## src/hw/rtl/u8l1_pkg.sv

```systemverilog
// Shared types, constants and helpers for the UTF-8 check / Latin-1 transcoder.
`timescale 1ns / 1ps
package u8l1_pkg;

    // Default depth of the queue between the front and back parts.
    localparam int unsigned U8L1_QDEPTH = 4;

    localparam logic [7:0] C_HIGH_BIT  = 8'h80;
    localparam logic [7:0] C_MASK_CONT = 8'hC0;
    localparam logic [7:0] C_MASK_LEAD3 = 8'hE0;
    localparam logic [7:0] C_MASK_LEAD4 = 8'hF0;
    localparam logic [7:0] C_MASK_LEAD5 = 8'hF8;
    localparam logic [7:0] C_LOW6      = 8'h3F;

    // One classified byte waiting for the back part.
    typedef struct packed {
        logic [7:0] byte_val;  // raw input byte
        logic       last;      // final byte of the body
        logic       verdict;   // body valid (only meaningful when last)
    } t_entry;

    // Queue status seen by the back part.
    typedef struct packed {
        logic   empty;
        t_entry head;
    } t_q_status;

    function automatic logic is_high(input logic [7:0] c);
        return c[7];
    endfunction

    // First byte of the two-byte UTF-8 form of a Latin-1 byte.
    function automatic logic [7:0] lead_of(input logic [7:0] c);
        return C_MASK_CONT | {6'd0, c[7:6]};
    endfunction

    // Second byte of the two-byte UTF-8 form of a Latin-1 byte.
    function automatic logic [7:0] tail_of(input logic [7:0] c);
        return C_HIGH_BIT | (c & C_LOW6);
    endfunction

endpackage

```

## src/hw/rtl/u8l1_front.sv

```systemverilog
// Front part: takes input words, runs the UTF-8 check and classifies each byte.
`timescale 1ns / 1ps
module u8l1_front
    import u8l1_pkg::*;
(
    input  logic   i_clk,
    input  logic   i_rst_n,
    input  logic   i_in_valid,
    input  logic   i_q_full,
    input  logic [7:0] i_in_byte,
    input  logic   i_body_last,
    output logic   o_in_stall,
    output logic   o_push,
    output t_entry o_entry
);

    logic [1:0] r_pend;
    logic       r_inv;
    logic [1:0] n_pend;
    logic       n_inv;
    logic [1:0] chk_pend;
    logic       chk_inv;
    logic       accept;

    assign o_in_stall = i_q_full;
    assign accept     = i_in_valid && !i_q_full;
    assign o_push     = accept;

    // Checker step for this byte
    always_comb begin
        chk_pend = r_pend;
        chk_inv  = r_inv;
        if (r_pend != 2'd0) begin
            if ((i_in_byte & C_MASK_CONT) == C_HIGH_BIT) begin
                chk_pend = r_pend - 2'd1;
            end else begin
                chk_inv  = 1'b1;
                chk_pend = 2'd0;
            end
        end else if (is_high(i_in_byte)) begin
            priority if ((i_in_byte & C_MASK_LEAD3) == C_MASK_CONT) begin
                chk_pend = 2'd1;
            end else if ((i_in_byte & C_MASK_LEAD4) == C_MASK_LEAD3) begin
                chk_pend = 2'd2;
            end else if ((i_in_byte & C_MASK_LEAD5) == C_MASK_LEAD4) begin
                chk_pend = 2'd3;
            end else begin
                chk_inv = 1'b1;
            end
        end
    end

    always_comb begin
        o_entry.byte_val = i_in_byte;
        o_entry.last     = i_body_last;
        o_entry.verdict  = i_body_last && !chk_inv && (chk_pend == 2'd0);
        n_pend = r_pend;
        n_inv  = r_inv;
        if (accept) begin
            n_pend = i_body_last ? 2'd0 : chk_pend;
            n_inv  = i_body_last ? 1'b0 : chk_inv;
        end
    end

    always_ff @(posedge i_clk) begin
        if (!i_rst_n) begin
            r_pend <= 2'd0;
            r_inv  <= 1'b0;
        end else begin
            r_pend <= n_pend;
            r_inv  <= n_inv;
        end
    end

endmodule

```

## src/hw/rtl/u8l1_queue.sv

```systemverilog
// Small register queue between the front and back parts.
`timescale 1ns / 1ps
module u8l1_queue
    import u8l1_pkg::*;
#(
    parameter int unsigned P_DEPTH = U8L1_QDEPTH
) (
    input  logic      i_clk,
    input  logic      i_rst_n,
    input  logic      i_push,
    input  t_entry    i_entry,
    input  logic      i_pop,
    output logic      o_full,
    output t_q_status o_status
);

    localparam int unsigned PW = (P_DEPTH > 1) ? $clog2(P_DEPTH) : 1;
    localparam int unsigned CW = $clog2(P_DEPTH + 1);

    t_entry        r_mem [P_DEPTH];
    logic [PW-1:0] r_wr_ptr;
    logic [PW-1:0] r_rd_ptr;
    logic [CW-1:0] r_count;
    logic [PW-1:0] n_wr_ptr;
    logic [PW-1:0] n_rd_ptr;
    logic [CW-1:0] n_count;
    logic          do_push;
    logic          do_pop;

    assign o_full          = (r_count == CW'(P_DEPTH));
    assign o_status.empty  = (r_count == '0);
    assign o_status.head   = r_mem[r_rd_ptr];
    assign do_push         = i_push && !o_full;
    assign do_pop          = i_pop && !o_status.empty;

    always_comb begin
        n_wr_ptr = r_wr_ptr;
        n_rd_ptr = r_rd_ptr;
        n_count  = r_count;
        if (do_push) begin
            n_wr_ptr = (r_wr_ptr == PW'(P_DEPTH - 1)) ? '0 : r_wr_ptr + PW'(1);
        end
        if (do_pop) begin
            n_rd_ptr = (r_rd_ptr == PW'(P_DEPTH - 1)) ? '0 : r_rd_ptr + PW'(1);
        end
        if (do_push && !do_pop) begin
            n_count = r_count + CW'(1);
        end else if (do_pop && !do_push) begin
            n_count = r_count - CW'(1);
        end
    end

    always_ff @(posedge i_clk) begin
        if (do_push) begin
            r_mem[r_wr_ptr] <= i_entry;
        end
    end

    always_ff @(posedge i_clk) begin
        if (!i_rst_n) begin
            r_wr_ptr <= '0;
            r_rd_ptr <= '0;
            r_count  <= '0;
        end else begin
            r_wr_ptr <= n_wr_ptr;
            r_rd_ptr <= n_rd_ptr;
            r_count  <= n_count;
        end
    end

endmodule

```

## src/hw/rtl/u8l1_back.sv

```systemverilog
// Back part: expands queued bytes into one or two output words.
`timescale 1ns / 1ps
module u8l1_back
    import u8l1_pkg::*;
(
    input  logic       i_clk,
    input  logic       i_rst_n,
    input  t_q_status  i_status,
    input  logic       i_out_stall,
    output logic       o_pop,
    output logic       o_out_valid,
    output logic [7:0] o_out_byte,
    output logic       o_run_last,
    output logic       o_body_end,
    output logic       o_body_valid
);

    logic       r_valid;
    logic [7:0] r_byte;
    logic       r_run_last;
    logic       r_end;
    logic       r_bvalid;
    logic       r_second;   // lead byte already sent for the head entry

    logic       n_valid;
    logic [7:0] n_byte;
    logic       n_run_last;
    logic       n_end;
    logic       n_bvalid;
    logic       n_second;
    logic       out_free;
    logic       fin;

    assign out_free = !r_valid || !i_out_stall;

    always_comb begin
        n_valid    = r_valid;
        n_byte     = r_byte;
        n_run_last = r_run_last;
        n_end      = r_end;
        n_bvalid   = r_bvalid;
        n_second   = r_second;
        o_pop      = 1'b0;
        fin        = 1'b0;
        if (out_free) begin
            n_valid = !i_status.empty;
            if (!i_status.empty) begin
                if (!is_high(i_status.head.byte_val)) begin
                    n_byte = i_status.head.byte_val;
                    fin    = 1'b1;
                end else if (!r_second) begin
                    n_byte   = lead_of(i_status.head.byte_val);
                    n_second = 1'b1;
                end else begin
                    n_byte   = tail_of(i_status.head.byte_val);
                    n_second = 1'b0;
                    fin      = 1'b1;
                end
                o_pop      = fin;
                n_run_last = fin;
                n_end      = fin && i_status.head.last;
                n_bvalid   = fin && i_status.head.last && i_status.head.verdict;
            end
        end
    end

    always_ff @(posedge i_clk) begin
        if (!i_rst_n) begin
            r_valid  <= 1'b0;
            r_second <= 1'b0;
        end else begin
            r_valid  <= n_valid;
            r_second <= n_second;
        end
    end

    always_ff @(posedge i_clk) begin
        r_byte     <= n_byte;
        r_run_last <= n_run_last;
        r_end      <= n_end;
        r_bvalid   <= n_bvalid;
    end

    assign o_out_valid  = r_valid;
    assign o_out_byte   = r_byte;
    assign o_run_last   = r_run_last;
    assign o_body_end   = r_end;
    assign o_body_valid = r_bvalid;

endmodule

```

## src/hw/rtl/utf8_check_latin1_transcode.sv

```systemverilog
// Top level of the UTF-8 checker with Latin-1 to UTF-8 transcoding.
`timescale 1ns / 1ps
// Usage:
//  Input channel (i_in_valid / o_in_stall) takes one body byte per word, with
//  i_body_last high on the final byte of a body. Output channel (o_out_valid /
//  i_out_stall) gives the transcoded bytes: one word for a byte below 0x80,
//  two words otherwise. o_run_last marks the last word of each input byte,
//  o_body_end the last word of a body, where o_body_valid carries the verdict.
//  The front checks each byte as it is taken and stores it in a small queue;
//  the back drains the queue into a registered output stage.
//  Path: a byte taken is written into the queue, then into the output register.
//  Throughput: one output word per cycle while i_out_stall is low; the single
//  output register sets that limit. The queue lets input words keep coming
//  while a two-word byte is being expanded.
//  Stall: an output word holds while i_out_stall is high; once the queue fills,
//  o_in_stall rises and input is held off.
//  Reset (synchronous, active low) empties the queue and output stage and
//  clears the checker state, so the next byte starts a fresh body.
module utf8_check_latin1_transcode
    import u8l1_pkg::*;
#(
    parameter int unsigned P_QDEPTH = U8L1_QDEPTH
) (
    input  logic       i_clk,
    input  logic       i_rst_n,
    input  logic       i_in_valid,
    output logic       o_in_stall,
    input  logic [7:0] i_in_byte,
    input  logic       i_body_last,
    output logic       o_out_valid,
    input  logic       i_out_stall,
    output logic [7:0] o_out_byte,
    output logic       o_run_last,
    output logic       o_body_end,
    output logic       o_body_valid
);

    logic      q_full;
    logic      push;
    logic      pop;
    t_entry    entry;
    t_q_status q_status;

    u8l1_front u_front (
        .i_clk       (i_clk),
        .i_rst_n     (i_rst_n),
        .i_in_valid  (i_in_valid),
        .i_q_full    (q_full),
        .i_in_byte   (i_in_byte),
        .i_body_last (i_body_last),
        .o_in_stall  (o_in_stall),
        .o_push      (push),
        .o_entry     (entry)
    );

    u8l1_queue #(
        .P_DEPTH (P_QDEPTH)
    ) u_queue (
        .i_clk    (i_clk),
        .i_rst_n  (i_rst_n),
        .i_push   (push),
        .i_entry  (entry),
        .i_pop    (pop),
        .o_full   (q_full),
        .o_status (q_status)
    );

    u8l1_back u_back (
        .i_clk        (i_clk),
        .i_rst_n      (i_rst_n),
        .i_status     (q_status),
        .i_out_stall  (i_out_stall),
        .o_pop        (pop),
        .o_out_valid  (o_out_valid),
        .o_out_byte   (o_out_byte),
        .o_run_last   (o_run_last),
        .o_body_end   (o_body_end),
        .o_body_valid (o_body_valid)
    );

endmodule

```

## config.mk

```make
export PLATFORM = sky130hd
export DESIGN_NAME = utf8_check_latin1_transcode
export DESIGN_NICKNAME = d
export VERILOG_FILES = /design/src/hw/rtl/u8l1_pkg.sv /design/src/hw/rtl/u8l1_front.sv /design/src/hw/rtl/u8l1_queue.sv /design/src/hw/rtl/u8l1_back.sv /design/src/hw/rtl/utf8_check_latin1_transcode.sv
export SDC_FILE = /design/constraint.sdc
export NUM_CORES = 1
export LEC_CHECK = 0
export BUFFER_PORTS_ARGS = -buffer_cell sky130_fd_sc_hd__buf_2
export CAP_MARGIN = 20
export CORE_MARGIN = 2
export CORE_UTILIZATION = 60
export DETAILED_ROUTE_END_ITERATION = 16
export GPL_TIMING_DRIVEN = 0
export PLACE_DENSITY = 0.81
export SYNTH_ARGS = -nofsm -noshare
export SYNTH_HDL_FRONTEND = slang
export SYNTH_SLANG_ARGS = --single-unit
```

## constraint.sdc

```tcl
create_clock -name i_clk -period 6.15 [get_ports i_clk]
set_input_delay 1.23 -clock i_clk [delete_from_list [all_inputs] [get_ports i_clk]]
set_output_delay 1.23 -clock i_clk [all_outputs]
set_load 0.03 [all_outputs]
```

==> results.json, run 1 <==
{
  "cts-resized-gates": 0,
  "synth.avg_cell_area_um2": 16.15,
  "routedWlPerCell_um": 17.04,
  "cts_inserted_buffers": 9,
  "netlist-cell-type-count": 33,
  "hold-worst-slack_ns": 0.4917,
  "design.core.area_um2": 4324,
  "worst-r2r-cell-count": 9,
  "rrSetupSlack_ns": 3.69,
  "share_of_synthesized_flip_flops_with_an_asynchronous_set_or_reset_pct": 0,
  "hpwl_reported_at_the_end_of_detailed_placement_um": 3076,
  "clock_tree.root_cell": "sky130_fd_sc_hd__clkbuf_8",
  "final.setup.worst_slack_ns": 3.327,
  "number_of_flops_mapped_to_enable_cells_by_yosys": 51,
  "drt-initial-drc-count": 91,
  "grt_usage_pct": 19.83,
  "postSynthNetCount": 187,
  "nets": 224,
  "design_area_um2": 3078,
  "pwr_density_cell_nw_per_um2": 446.5,
  "ant_nets": 0,
  "timing.rr.end": "u_queue.r_count[2]",
  "floorplan.rows": 24,
  "slew_violations": 0,
  "wl_um": 4430,
  "clock_buffer_depth": 2,
  "grt_pass1_vias": 1486,
  "capture_point_of_the_critical_path": "u_queue.r_count[2]",
  "grt.overflow.total": 0,
  "launching_instance_or_port_of_the_critical_path": "i_in_valid",
  "grt_pass1_wl_um": 7162,
  "holdCritPathClass": "register to register",
  "fin_util_pct": 71.18,
  "worstPathMaxFanout": 10,
  "slew_headroom_pct": 64.66,
  "worst_clock_skew_ns": 0.009344,
  "instance_area_after_placement_um2": 2872,
  "synthToLayoutAreaGrowth_pct": 14.79,
  "detail_route.first_pass.iterations": 4,
  "num_io_pins": 26,
  "antenna_found_initial": 0,
  "fillers": 292,
  "static-leakage-power_nw": 1.167,
  "yosysSeqAreaShare_pct": 67.57,
  "yosys_most_used_dff": "sky130_fd_sc_hd__edfxtp_1",
  "die-area_um2": 5020,
  "cts_num_sinks": 65,
  "fp.dieH_um": 70.85,
  "fin_crit_sh_pct": 45.91,
  "worst-endpoint-arrival_ns": 3.09,
  "grt_max_degree": 13,
  "timing.critical_path.to_type": "register",
  "postCtsSetupBuffers": 0,
  "timing.setup.tns_ns": 0,
  "drive_above_1_share_pct": 22.60,
  "max_freq_mhz": 354.2,
  "yosysWarningCount": 0,
  "status": "finished clean",
  "final_wtd_congestion": 0.7018,
  "detail_route.vias_per_cell": 5.708,
  "dp_slack_ns": 2.603,
  "cts_max_level": 3,
  "critPathLaunchType": "input pin",
  "antenna_cells_inserted": 0,
  "numPortBuffers": 25,
  "synthCells": 166,
  "required_ns": 6.42,
  "finalWorstPathRequiredPeriod_ns": 2.823,
  "timing_hold_violations_final": 0,
  "tritoncts": "done",
  "cap_violations": 0,
  "ctsHoldBuffers": 0,
  "drc": 0,
  "floorplan.initialDensity_pct": 62.01,
  "clkTransAtPathRegs_ns": 0.07,
  "reg2reg_from": "u_queue.r_count[0]",
  "post_synth_instance_area_um2": 2681,
  "grt_setup_unrepaired": "no",
  "tightestPinTransition_ns": 0.5300,
  "timing_worst_setup_path_type": "input pin to register",
  "die_w_um": 70.85,
  "synth-seq-cells": 65,
  "ir_drop_mv": 0.2442,
  "routed-via-count": 1484,
  "setup_viol_count_final": 0,
  "clk_latency_ns": 0.34
}
## through the flow
step,cells,total power [W]
2_1_floorplan,166,0.0009160
3_3_place_gp,243,0.0009931
4_1_cts,259,0.001377
5_1_grt,260,0.001439
6_report,260,0.001374
3_5_place_dp,243,0.001019
## where the power goes
part / switching [W] / leakage, nW / internal (W)
Sequential: 0.0000331 / 0.590 / 0.000582
Clock: 0.000156 / 0.103 / 0.000208
Combinational: 0.000243 / 0.474 / 0.000151
Total: 0.000432 / 1.17 / 0.000942
## logic make-up after synthesis
group	count (synthesis)	share of synthesized area, %
buffers and inverters	13	2.473
xor gates and xnor gates	3	0.9801
AOI/OAI and AO/OA	21	4.853
DFF	65	67.57
muxes	15	11.53
adders and majority gates	8	4.013
and+or+nand+nor	41	8.586
## per-layer routing
layer	up-vias	part of all wire [%]	GRT usage [%]
met4	0	2.6	11.53
met1	730	43	24.55
li1	703	-	-
met5	-	0	0
met2	41	49	30.32
met3	10	5.0	7.123
## placed cells by master, fill, tap and decap left out, types with 2 or more instances in the layout
cell type                    n
sky130_fd_sc_hd__nand2_1    10
sky130_fd_sc_hd__ha_1        7
sky130_fd_sc_hd__buf_6       2
sky130_fd_sc_hd__buf_2      26
sky130_fd_sc_hd__nand2_4     2
sky130_fd_sc_hd__inv_1       8
sky130_fd_sc_hd__clkbuf_8   11
sky130_fd_sc_hd__o22ai_1     2
sky130_fd_sc_hd__dfxtp_1    14
sky130_fd_sc_hd__xor2_1      2
sky130_fd_sc_hd__clkbuf_1    2
sky130_fd_sc_hd__nand2b_1    3
sky130_fd_sc_hd__o2bb2ai_1   2
sky130_fd_sc_hd__a21oi_1     7
sky130_fd_sc_hd__mux4_1      9
sky130_fd_sc_hd__o21ai_0     5
sky130_fd_sc_hd__nor3b_1     4
sky130_fd_sc_hd__or3_1       3
sky130_fd_sc_hd__clkinv_2    2
sky130_fd_sc_hd__nor2_1      6
sky130_fd_sc_hd__and2_1     10
sky130_fd_sc_hd__edfxtp_1   51
sky130_fd_sc_hd__mux2i_1     5
## cell type report
| type | instances | area [um2] | share of cell area [%] |
|---|---|---|---|
| repair buffers | 26 | 132.6 | 4.309 |
| plain buffers | 4 | 32.53 | 1.057 |
| multi-input cells | 88 | 803.3 | 26.10 |
| well taps | 52 | 65.06 | 2.114 |
| clock buffers | 13 | 158.9 | 5.163 |
| flip-flops and latches | 65 | 1812 | 58.86 |
| clock inverters | 3 | 40.04 | 1.301 |
| inverters | 9 | 33.78 | 1.098 |
## critical path, stage by stage
cell and delay [ns]:
sky130_fd_sc_hd__buf_2 0.07, sky130_fd_sc_hd__nor2b_1 0.23, sky130_fd_sc_hd__buf_2 0.27, sky130_fd_sc_hd__ha_1 0.21, sky130_fd_sc_hd__inv_1 0.06, sky130_fd_sc_hd__fa_1 0.37
sky130_fd_sc_hd__xor2_1 0.17, sky130_fd_sc_hd__or3_1 0.32, sky130_fd_sc_hd__a21oi_1 0.17
## how the worst min path moves through the flow
stage | start | end | cells after the start
3_3_place_gp | u_back.o_out_valid | u_back.o_out_valid | 2
6_report | u_queue.r_rd_ptr[1] | register | 2
4_1_cts | u_queue.r_rd_ptr[1] | register | 2
2_1_floorplan | u_queue.r_rd_ptr[1] | register | 2
3_5_place_dp | u_queue.r_rd_ptr[1] | u_queue.r_rd_ptr[1] | 2
5_1_grt | u_front.r_pend[1] | u_front.r_pend[1] | 2
## synth_stat cells (2+ instances only)
cell type | number | area (um2)
sky130_fd_sc_hd__ha_1 | 7 | 87.58
sky130_fd_sc_hd__nand2_4 | 2 | 22.52
sky130_fd_sc_hd__o22ai_1 | 2 | 12.51
sky130_fd_sc_hd__nor3b_1 | 4 | 30.03
sky130_fd_sc_hd__nand2b_1 | 3 | 18.77
sky130_fd_sc_hd__nand2_1 | 10 | 37.54
sky130_fd_sc_hd__edfxtp_1 | 51 | 1531
sky130_fd_sc_hd__dfxtp_1 | 14 | 280.3
sky130_fd_sc_hd__buf_6 | 2 | 22.52
sky130_fd_sc_hd__nor2_1 | 6 | 22.52
sky130_fd_sc_hd__and2_1 | 10 | 62.56
sky130_fd_sc_hd__inv_1 | 8 | 30.03
sky130_fd_sc_hd__mux4_1 | 9 | 236.5
sky130_fd_sc_hd__xor2_1 | 2 | 17.52
sky130_fd_sc_hd__a21oi_1 | 7 | 35.03
sky130_fd_sc_hd__o2bb2ai_1 | 2 | 17.52
sky130_fd_sc_hd__o21ai_0 | 5 | 25.02
sky130_fd_sc_hd__or3_1 | 3 | 18.77
sky130_fd_sc_hd__mux2i_1 | 5 | 50.05
## registers in the layout, indices dropped and copies added (netlist names), named ones only
name,count
u_front.r_inv,1
u_back.o_run_last,1
u_queue.r_mem,40
u_back.o_out_valid,1
u_front.r_pend,2
u_queue.r_rd_ptr,2
u_back.r_second,1
u_queue.r_count,3
u_back.o_body_end,1
u_back.o_out_byte,8
u_back.o_body_valid,1
u_queue.r_wr_ptr,2
(Power assumes the default switching activity.)
==> inputs of run 2 (changes only) <==
- CORE_UTILIZATION: 60 -> 52
- PLACE_DENSITY: 0.81 -> 0.74
- clock period: 6.15 -> 2.55 ns (I/O delays scaled with it)
==> results.json, run 2 (same netlist as run 1, synthesis figures left out) <==
{
  "num_io_pins": 26,
  "critPathLaunchType": "register",
  "final-seq-area_um2": 1812,
  "design_area_um2": 3107,
  "grt_usage_pct": 16.17,
  "tightestPinTransition_ns": 0.6693,
  "floorplan.rows": 26,
  "detail_route.first_pass.iterations": 4,
  "grt_pass1_vias": 1442,
  "ant_nets": 0,
  "synthToLayoutAreaGrowth_pct": 15.87,
  "fillers": 364,
  "cts_inserted_buffers": 9,
  "crit_buf_inv": 2,
  "clock_tree.root_cell": "sky130_fd_sc_hd__clkbuf_8",
  "largest_reg_flops": 40,
  "ir_drop_mv": 0.4357,
  "timing.critical_path.to_type": "register",
  "cp_common_cell": "sky130_fd_sc_hd__nand2_4",
  "registers.top_by_ff_count": "u_queue.r_mem",
  "hpwl_reported_at_the_end_of_detailed_placement_um": 2898,
  "timing_worst_setup_path_type": "register to register",
  "die_w_um": 75.81,
  "max_freq_mhz": 422.1,
  "holdCritPathClass": "input pin to register",
  "grt_max_degree": 13,
  "cap_violations": 0,
  "clock_buffer_depth": 2,
  "drc": 0,
  "instance_area_after_placement_um2": 2894,
  "critical-path-top-delay-family": "adder cells",
  "finalWorstPathRequiredPeriod_ns": 2.369,
  "pwr_density_cell_nw_per_um2": 1054,
  "grt.overflow.total": 0,
  "worst-endpoint-arrival_ns": 2.63,
  "dp_slack_ns": -0.2482,
  "status": "finished clean",
  "clkTransAtPathRegs_ns": 0.07,
  "worst_clock_skew_ns": 0.006622,
  "slowest_delay_ns": 0.37,
  "drt-initial-drc-count": 67,
  "mostFrequentLayoutCells": "51 x sky130_fd_sc_hd__edfxtp_1, 25 x sky130_fd_sc_hd__buf_2, 14 x sky130_fd_sc_hd__dfxtp_1",
  "wl_um": 4194,
  "drive_above_1_share_pct": 23.08,
  "layout.cells.most_common": "sky130_fd_sc_hd__edfxtp_1",
  "nets": 224,
  "antenna_cells_inserted": 0,
  "grt_setup_unrepaired": "no",
  "multi_input_area_um2": 807.0,
  "grt_pass1_wl_um": 6541,
  "clk_latency_ns": 0.33,
  "antenna_found_initial": 0,
  "timing.setup.tns_ns": 0,
  "final.setup.worst_slack_ns": 0.1809,
  "floorplan.initialDensity_pct": 53.18,
  "worstPathMaxFanout": 10,
  "required_ns": 2.81,
  "setup_viol_count_final": 0,
  "critPathSlowestCell": "sky130_fd_sc_hd__fa_1",
  "tritoncts": "done",
  "static-leakage-power_nw": 1.168,
  "die-area_um2": 5746,
  "design.core.area_um2": 5042,
  "cts_num_sinks": 65,
  "numPortBuffers": 25,
  "slew_violations": 0,
  "routedWlPerCell_um": 15.09,
  "slew_headroom_pct": 55.38,
  "path_cells": "clkbuf_2, mux4_2, nand2_4, nand2_4, ha_1, inv_1, fa_1, xor2_1, or3_1, a21oi_1",
  "routed-via-count": 1487,
  "timing_hold_violations_final": 0,
  "fp.dieH_um": 75.81,
  "detail_route.vias_per_cell": 5.349,
  "ctsHoldBuffers": 0,
  "cts_max_level": 3,
  "fin_crit_sh_pct": 92.91,
  "final_wtd_congestion": 0.7936
}
==> run 2: changes by cell type in the layout (fill, tap and decap cells not counted), sizes merged <==
cell and change:
buf -1, clkbuf +1
==> run 2: final cells by class <==
class	count	area share [%]
clock buffer	13	5.115
sequential	65	58.32
buffer	4	1.128
clock inverter	3	1.289
inverter	9	1.087
timing repair buffer	26	4.269
tap	70	2.819
multi-input combinational	88	25.98
==> run 2: worst paths after layout <==
path	from	end	slack [ns]	cells past startpoint
worst max-delay path	register	u_queue.r_count[2]	0.18	10
worst min-delay path	i_in_byte[2]	u_queue.r_mem[3][4]	0.40	1
worst max register to register	register	u_queue.r_count[2]	0.18	10
worst min register to register	u_back.o_out_valid	u_back.o_out_valid	0.51	2
==> run 2: metrics by stage <==
stage / util, % / total power (W) / cells / hold slack [ns]
global placement: 57.39 / 0.002401 / 261 / 0.4762
finish: 61.61 / 0.003274 / 278 / 0.3968
floorplan: - / 0.002209 / 166 / 0.4646
CTS: 61.41 / 0.003303 / 277 / 0.3804
detailed placement: 57.39 / 0.002440 / 261 / 0.4911
global route: 61.61 / 0.003458 / 278 / 0.3853
==> run 2: worst register-to-register path: stages (launching register included) <==
cell	delay, ns
sky130_fd_sc_hd__dfxtp_1	0.31
sky130_fd_sc_hd__clkbuf_2	0.25
sky130_fd_sc_hd__mux4_2	0.34
sky130_fd_sc_hd__nand2_4	0.08
sky130_fd_sc_hd__nand2_4	0.08
sky130_fd_sc_hd__ha_1	0.18
sky130_fd_sc_hd__inv_1	0.06
sky130_fd_sc_hd__fa_1	0.37
sky130_fd_sc_hd__xor2_1	0.18
sky130_fd_sc_hd__or3_1	0.31
sky130_fd_sc_hd__a21oi_1	0.15
==> run 2: timing repair <==
item	4_1_cts	5_1_grt
endpoints found under the hold margin	0	0
setup endpoints to repair	2	1
gates resized for setup	1	1
pin swaps	0	0
buffers inserted	0	1
==> run 2: power by group <==
part | internal [W] | switching (W) | total (W)
Combinational | 0.000357 | 0.000572 | 0.000929
Sequential | 0.00141 | 0.0000784 | 0.00148
Clock | 0.000503 | 0.000358 | 0.000861
==> run 2: per-layer routing <==
layer	vias to the layer above	global-route usage [%]	wire length, um
li1	709	-	-
met1	730	18.81	1826
met2	38	27.30	2123
met3	10	5.688	179
met4	0	6.628	65
met5	-	0	0
